[src/rtl/gah_pkg.sv]
// Shared types and constants for the generational handle allocator.
package gah_pkg;

   localparam int SLOTS = 64;
   localparam int Pools = 2;
   localparam int SlotW = $clog2(SLOTS);
   localparam int CntW  = $clog2(SLOTS + 1);
   localparam int GenW  = 32;
   localparam int AddrW = SlotW + 1;

   typedef enum logic [1:0] {
      FUNC_ALLOC  = 2'd0,
      FUNC_LOOKUP = 2'd1,
      FUNC_FREE   = 2'd2,
      FUNC_RSVD   = 2'd3
   } func_type;

   typedef enum logic [1:0] {
      STATUS_OK   = 2'd0,
      STATUS_BAD  = 2'd1,
      STATUS_FULL = 2'd2
   } status_type;

   typedef struct packed {
      func_type          func;
      logic              pool;
      logic              handle_kind;
      logic [SlotW-1:0]  slot_id;
      logic [GenW-1:0]   handle_gen;
   } req_type;

   typedef struct packed {
      status_type        status;
      logic [SlotW-1:0]  out_slot;
      logic [GenW-1:0]   out_gen;
   } rsp_type;

   // free stack entry keeps the generation the slot had when it was pushed
   typedef struct packed {
      logic [SlotW-1:0]  slot;
      logic [GenW-1:0]   gen;
   } stk_entry_type;

   typedef struct packed {
      logic              en;
      logic [AddrW-1:0]  addr;
      logic [GenW-1:0]   data;
   } gen_wr_type;

   typedef struct packed {
      logic              en;
      logic [AddrW-1:0]  addr;
      stk_entry_type     data;
   } stk_wr_type;

endpackage

[src/rtl/gah_core.sv]
// Per-pool counters and the single-pass allocate / lookup / free decision.
module gah_core import gah_pkg::*; (
   input  logic                clock,
   input  logic                reset,
   input  logic                commit,
   input  req_type             item,
   input  logic [GenW-1:0]     gen_val,
   input  stk_entry_type       stk_val,
   input  logic                rd_pool,
   output rsp_type             result,
   output gen_wr_type          gen_wr,
   output stk_wr_type          stk_wr,
   output logic [AddrW-1:0]    stk_raddr
);

   logic [CntW-1:0] depth_ff [Pools];
   logic [CntW-1:0] depth_in [Pools];
   logic [CntW-1:0] count_ff [Pools];
   logic [CntW-1:0] count_in [Pools];

   logic            p;
   logic [CntW-1:0] depth;
   logic [CntW-1:0] count;
   logic [GenW-1:0] gen_up;
   logic [GenW-1:0] pop_gen;
   logic            hit;
   logic            do_pop;
   logic            do_new;
   logic            do_push;
   logic [CntW-1:0] top_idx;

   always_comb begin
      p       = item.pool;
      depth   = depth_ff[p];
      count   = count_ff[p];
      gen_up  = gen_val + GenW'(1);
      pop_gen = stk_val.gen + GenW'(1);
      hit     = (item.handle_kind == p) && (CntW'(item.slot_id) < count)
                && (gen_val == item.handle_gen);
      do_pop  = 1'b0;
      do_new  = 1'b0;
      do_push = 1'b0;
      result  = '{status: STATUS_BAD, out_slot: '0, out_gen: '0};
      gen_wr  = '0;
      stk_wr  = '0;

      unique case (item.func)
         FUNC_ALLOC: begin
            if (depth != '0) begin
               do_pop = 1'b1;
               result = '{status: STATUS_OK, out_slot: stk_val.slot, out_gen: pop_gen};
            end else if (count != CntW'(SLOTS)) begin
               do_new = 1'b1;
               result = '{status: STATUS_OK, out_slot: count[SlotW-1:0],
                          out_gen: GenW'(1)};
            end else begin
               result = '{status: STATUS_FULL, out_slot: '0, out_gen: '0};
            end
         end
         FUNC_LOOKUP, FUNC_FREE: begin
            if (!hit) begin
               result = '{status: STATUS_BAD, out_slot: item.slot_id, out_gen: '0};
            end else if (item.func == FUNC_FREE && gen_val[0]
                         && depth != CntW'(SLOTS)) begin
               // odd generation means live: push it and make it even
               do_push = 1'b1;
               result  = '{status: STATUS_OK, out_slot: item.slot_id, out_gen: gen_up};
            end else begin
               result = '{status: STATUS_OK, out_slot: item.slot_id, out_gen: gen_val};
            end
         end
         FUNC_RSVD: begin
            result = '{status: STATUS_BAD, out_slot: '0, out_gen: '0};
         end
         default: begin
            result = '{status: STATUS_BAD, out_slot: '0, out_gen: '0};
         end
      endcase

      gen_wr.en   = commit && (do_pop || do_new || do_push);
      gen_wr.addr = {p, result.out_slot};
      gen_wr.data = result.out_gen;

      stk_wr.en        = commit && do_push;
      stk_wr.addr      = {p, depth[SlotW-1:0]};
      stk_wr.data.slot = item.slot_id;
      stk_wr.data.gen  = gen_up;

      depth_in = depth_ff;
      count_in = count_ff;
      if (commit) begin
         if (do_pop) begin
            depth_in[p] = depth - CntW'(1);
         end
         if (do_push) begin
            depth_in[p] = depth + CntW'(1);
         end
         if (do_new) begin
            count_in[p] = count + CntW'(1);
         end
      end

      // stack top for the incoming word, seen after this cycle's update
      top_idx   = depth_in[rd_pool] - CntW'(1);
      stk_raddr = {rd_pool, top_idx[SlotW-1:0]};
   end

   always_ff @(posedge clock) begin
      if (reset) begin
         depth_ff <= '{default: '0};
         count_ff <= '{default: '0};
      end else begin
         depth_ff <= depth_in;
         count_ff <= count_in;
      end
   end

endmodule

[config.mk]
export PLATFORM = sky130hd
export DESIGN_NAME = gah_core
export DESIGN_NICKNAME = d
export VERILOG_FILES = /design/src/rtl/gah_pkg.sv /design/src/rtl/gah_core.sv
export SDC_FILE = /design/constraint.sdc
export NUM_CORES = 1
export LEC_CHECK = 0
export ABC_AREA = 1
export BUFFER_PORTS_ARGS = -buffer_cell sky130_fd_sc_hd__buf_4
export CAP_MARGIN = 40
export CORE_UTILIZATION = 40
export DETAILED_ROUTE_END_ITERATION = 10
export PLACE_DENSITY = 0.69
export SETUP_SLACK_MARGIN = 0.15
export SYNTH_ARGS = -nofsm -noshare
export SYNTH_HDL_FRONTEND = slang
export SYNTH_SLANG_ARGS = --single-unit
export TNS_END_PERCENT = 30
[constraint.sdc]
create_clock -name clock -period 5.2 [get_ports clock]
set_input_delay 0.78 -clock clock [delete_from_list [all_inputs] [get_ports clock]]
set_output_delay 0.78 -clock clock [all_outputs]
set_load 0.01 [all_outputs]
* Word-level counts from Yosys, hierarchy flattened
Index checks and enable logic that the tools add are counted.
Widths: inputs -> output; s select.
** Word-level totals
- Bits in registers :: 28
- Output and inout port bits :: 133
- Logic and storage cells :: 67
** Cells by class
- $add $sub $neg :: 6
- Magnitude comparators :: 4
- Eq/ne operators :: 7
- Multiplexer cells :: 31
- Bitwise operators :: 2
- Reduce and logical (&&, ||, !) cells :: 13
** Operator list (number)
- $pmux 40 s3 :: 1
- $mux 40 :: 2
- $add 32x1->32 const B :: 2
- $mux 14 :: 4
- $mux 7 :: 7
- $bwmux 14 :: 3
- $mux 39 :: 1
- $eq 32x32->1 :: 1
- $mux 32 :: 1
- $mux 6 :: 3
- $add 7x1->7 const B :: 2
- $ne 7x7->1 const B :: 2
- $mux 1 :: 8
- $demux 7 s1 :: 1
- $logic_and 1x1->1 :: 7
- $lt 6x7->1 :: 1
- $reduce_bool 7->1 :: 1
- $sub 7x1->7 const B :: 1
- $sub 6x1->6 const B :: 1
- $eq 2x2->1 const B :: 2
- $ge 2x2->1 const B :: 2
- $not 1->2 :: 2
- $eq 2x1->1 const B :: 1
- $logic_not 2->1 :: 1
- other kinds (5) :: 6

* Logic depth before layout (Yosys ltp)
- Depth after elaboration :: 16
- Depth in mapped cells :: 24
- Depth with buffers taken out :: 23

* Worst setup path before layout
No wires, ideal clock.
- Kind :: input to output
- Start :: input port item[39] in the netlist's numbering
- End :: output port stk_raddr[4]
- Arrival :: 3.560 ns
- Required time :: 4.420 ns
- Path slack :: 0.860 ns
- Stages :: 19
- Path buffers :: 3
- Cells stage by stage :: buf_6 buf_6 mux2i_1 ha_1 a21oi_1 nor2_1 nor2_1 nand3_1 nor2_4 buf_6 nand2_2 nand2_1 nand2_1 xor2_1 nand2_1 nand2_1 ha_1 nand3_1 xor2_1
** On the way
- Word-level cells in the longest chain between the ends :: 16
** RTL lines
- start: declaration :: RTL line gah_core.sv:6 : input req_type item,
- parallel branches: the longest is 10 deep, another holds $sub 7x1->7
- $mux 14 * :: RTL line gah_core.sv:95 : if (do_push) begin
- $mux 14 * :: RTL line gah_core.sv:91 : if (commit) begin
- $mux 6 (implied by the code) * (3 in series) :: RTL line gah_core.sv:104 : top_idx = depth_in[rd_pool] - CntW'(1);
- $sub 6x1->6 * :: RTL line gah_core.sv:104
- end: declaration :: RTL line gah_core.sv:13 : output logic [AddrW-1:0] stk_raddr
Mark *: on every way between the ends. The select of a mux whose other input is x is not followed.

* Worst setup path in the final report
Ends and elaborated chain as after synthesis.

==> impl_metrics.csv <==
group,metric,value,unit
timing,clock_skew,4.59,ps
pwr,seqPwrFrac,22.8,%
cells_and_area,multiInputGateArea,4010,um^2
yosys,yosysTopAreaCell,"nand2_1",
timing,setup_tns,0,ps
clocking,htreeDepth,1,
global_route,grt_pass1_vias,6594,
pwr,leakage,4.21,nW
clocking,postCtsSetupBuffers,0,
timing,rsz0062_at_grt,"no",
routing,drc,0,
yosys,synth_flop_cell,"dfxtp_1",
routing,drt_iter0_drc,452,
yosys,synth_top_cell_area_share,20.7,%
yosys,synth-edff-count,0,
global_route,grt_overflow,0,
critical_path,r2r-end,"count_ff[0]$_SDFFE_PP0P_",
global_route,grt_antenna_before_repair,0,
global_route,grt_usage,27.2,%
timing,hold_viol_final,0,
cells_and_area,final.fill_count,1569,
yosys,ys_async_sr_fraction,0,%
clocking,clock_path_buffers,2,
floorplanning,num_rows,43,
pwr,internal-power,0.599,mW
cells_and_area,n_antenna_cell,0,
routing,drt-pass1-iter-count,5,
cells_and_area,area_growth,31.4,%
yosys,yosysSeqAreaShare,9.79,%
yosys,ys_ff_latch,28,
timing,max_freq,0.216,GHz
critical_path,r2r_cells,15,
pwr,peakVddDrop,282,uV
worst_hold_path,worstHoldPathCells,2,
pwr,combinationalPowerShare,53.7,%
routing,via_per_inst,5.01,
floorplanning,die_w,122,um
timing,final.period_utilization,89.0,%
worst_hold_path,timing.hold.worst.class,"flip-flop to flip-flop",
worst_hold_path,whs_endpoint,"count_ff[7]$_SDFFE_PP0P_",
yosys,synthCells,1082,
global_route,grt_max_degree,35,
timing,worstMarginPinSlew,666,ps
clocking,clkTransAtPathRegs,70,ps
critical_path,r2r-start,"depth_ff[7]$_SDFF_PP0_",
yosys,yosysUniqueCellTypes,41,
clocking,cts_resized,0,
critical_path,cp_max_fo,20,
clocking,postCtsHoldBufs,0,
cells_and_area,stdcell_count,1454,
place,dp.cells,1450,
clocking,worstSkewPairLatency,270,ps
status,status,"completed",
routing,ant_nets,0,
routing,wl_per_cell,14.4,um
critical_path,cp-start-kind,"input pin",
timing,drv_slew,0,
timing,setup_viol,0,
critical_path,crit_type,"input pin to output pin",
floorplanning,io_pins,249,
place,numPortBuffers,248,
floorplanning,die_h,122,um
clocking,cts_tree,"done",
yosys,yosysWarnings,0,
flow_run,drv_cap,0,
critical_path,end_kind,"output pin",
place,gp_congestion,0.950,
cells_and_area,nets,1406,
timing,layout_setup_ws,571,ps
cells_and_area,regArea,561,um^2
global_route,grt_pass1_wl,31900,um
floorplanning,die-area,14800,um^2
yosys,avgSynthCellArea,5.29,um^2
pwr,p_clk_share,23.5,%
cells_and_area,post-route-util,54.0,%
critical_path,rrSetupSlack,2630,ps
clocking,cts_buffers,3,
pwr,p_sw,0.383,mW
timing,fin_crit,4630,ps
yosys,syn_area,5730,um^2
cells_and_area,layout_commonest_cell,"nand2_1",
critical_path,crit_arrival,3850,ps
routing,drt-total-wl,20900,um
place,dp_slack,604,ps
cells_and_area,layout_common_cells,"nand2_1 (315), buf_4 (259), inv_1 (173)",
floorplanning,initial_core_util,41.1,%
cells_and_area,drive_gt1_share,23.5,%
pwr,switching_share,39.0,%
yosys,synthTopCellsByArea,"nand2_1 (21%), inv_1 (11%), dfxtp_1 (9.8%), nor2_1 (8.7%), xor2_1 (6.3%)",
clocking,root_buffer,"clkbuf_16",
pwr,power.density,131,nW/um^2
yosys,synth_fp_nets,1213,
critical_path,required,4420,ps
timing,maxSlewHeadroom,55.3,%
place,dp_hpwl,17600,um
routing,dr_total_vias,7289,
clocking,cts.sinks,28,
floorplanning,core,13900,um^2
worst_hold_path,worstHoldStart,"count_ff[7]$_SDFFE_PP0P_",
[power by group through the flow]
stage | registers (mW) | logic, mW | clock network, mW
final | 0.224 | 0.528 | 0.231
after floorplan | 0.228 | 0.299 | 0
after global placement | 0.229 | 0.524 | 0
after detailed placement | 0.229 | 0.526 | 0
after CTS | 0.224 | 0.527 | 0.234
after global routing | 0.225 | 0.581 | 0.243
[flip-flops by register name, summed over array words and instances (netlist names)]
name      flops
count_ff     14
depth_ff     14
[layer usage]
metal | share of wire, % | vias up | GRT usage [%]
met5 | 0 | - | 0
met4 | 2.8 | 0 | 9.57
met3 | 6.3 | 43 | 1.69
met2 | 50 | 279 | 50.5
met1 | 41 | 3209 | 32.6
li1 | - | 3758 | -
[cells by family (layout without fill, tap and decap cells)]
| family | count (synthesis) | in the layout | synth area share [%] |
|---|---|---|---|
| DFF | 28 | 28 | 9.79 |
| adders and majority gates | 15 | 15 | 3.28 |
| muxes | 3 | 3 | 0.524 |
| xor gates and xnor gates | 47 | 47 | 7.19 |
| and+or+nand+nor | 589 | 589 | 44.7 |
| buffers and inverters | 252 | 444 | 20.2 |
| AOI/OAI and AO/OA | 148 | 148 | 14.3 |
[synthesized netlist by cell type (3+ instances only)]
cell type / number
xnor2_1: 6
nand4_1: 23
o31ai_1: 3
o21ai_0: 71
xor2_1: 41
o22ai_1: 12
nor2_2: 5
mux2i_1: 3
nor4_1: 7
nand3_1: 58
ha_1: 15
dfxtp_1: 28
o21ai_1: 14
nor3_1: 20
o211ai_1: 10
nand2_4: 3
nor2_1: 133
nand3_2: 3
a31oi_1: 7
nand3b_1: 3
inv_1: 173
nor2_4: 3
buf_2: 4
buf_6: 4
nand2_1: 315
clkbuf_1: 16
buf_4: 47
a21oi_1: 25
inv_2: 8
nand2_2: 5
or2_2: 4
[cell type report]
cell class                      count  share of cell area [%]
Clock buffer                        3                   0.998
Multi-Input combinational cell    802                    53.3
Sequential cell                    28                    7.45
Tap cell                          180                    2.99
Inverter                          181                    9.03
Timing Repair Buffer              259                    25.8
Clock inverter                      1                   0.399
[how the worst max path moves through the flow]
stage | from | slack, ps | to
after floorplan | item[39] | 860 | stk_raddr[4]
after global placement | item[39] | 690 | stk_raddr[4]
after detailed placement | item[39] | 600 | stk_raddr[4]
after CTS | item[39] | 590 | stk_raddr[4]
after global routing | item[39] | 240 | stk_raddr[4]
final | item[39] | 570 | stk_raddr[4]
[worst max-delay path, cell delays in order]
cell and delay (ps):
buf_4 240, inv_2 110, or2_2 280, o21ai_1 100, ha_1 270, a21oi_1 150, nand2_1 60, nand2_1 70
nand3_1 130, nor2_4 290, nand2_2 150, nand2_1 100, nand2_1 70, xor2_1 180, nand2_1 70, nand2_1 180
ha_1 220, nand3_1 100, xor2_1 150, buf_4 140
[metrics by stage]
step | total power [mW] | hold WS [ps] | area [um^2]
detailed placement | 0.754 | 450 | 7420
global route | 1.05 | 486 | 7520
CTS | 0.986 | 462 | 7520
floorplan | 0.527 | 429 | 5730
global placement | 0.753 | 447 | 7420
finish | 0.982 | 467 | 7520
Power figures use the tool's default switching activity.
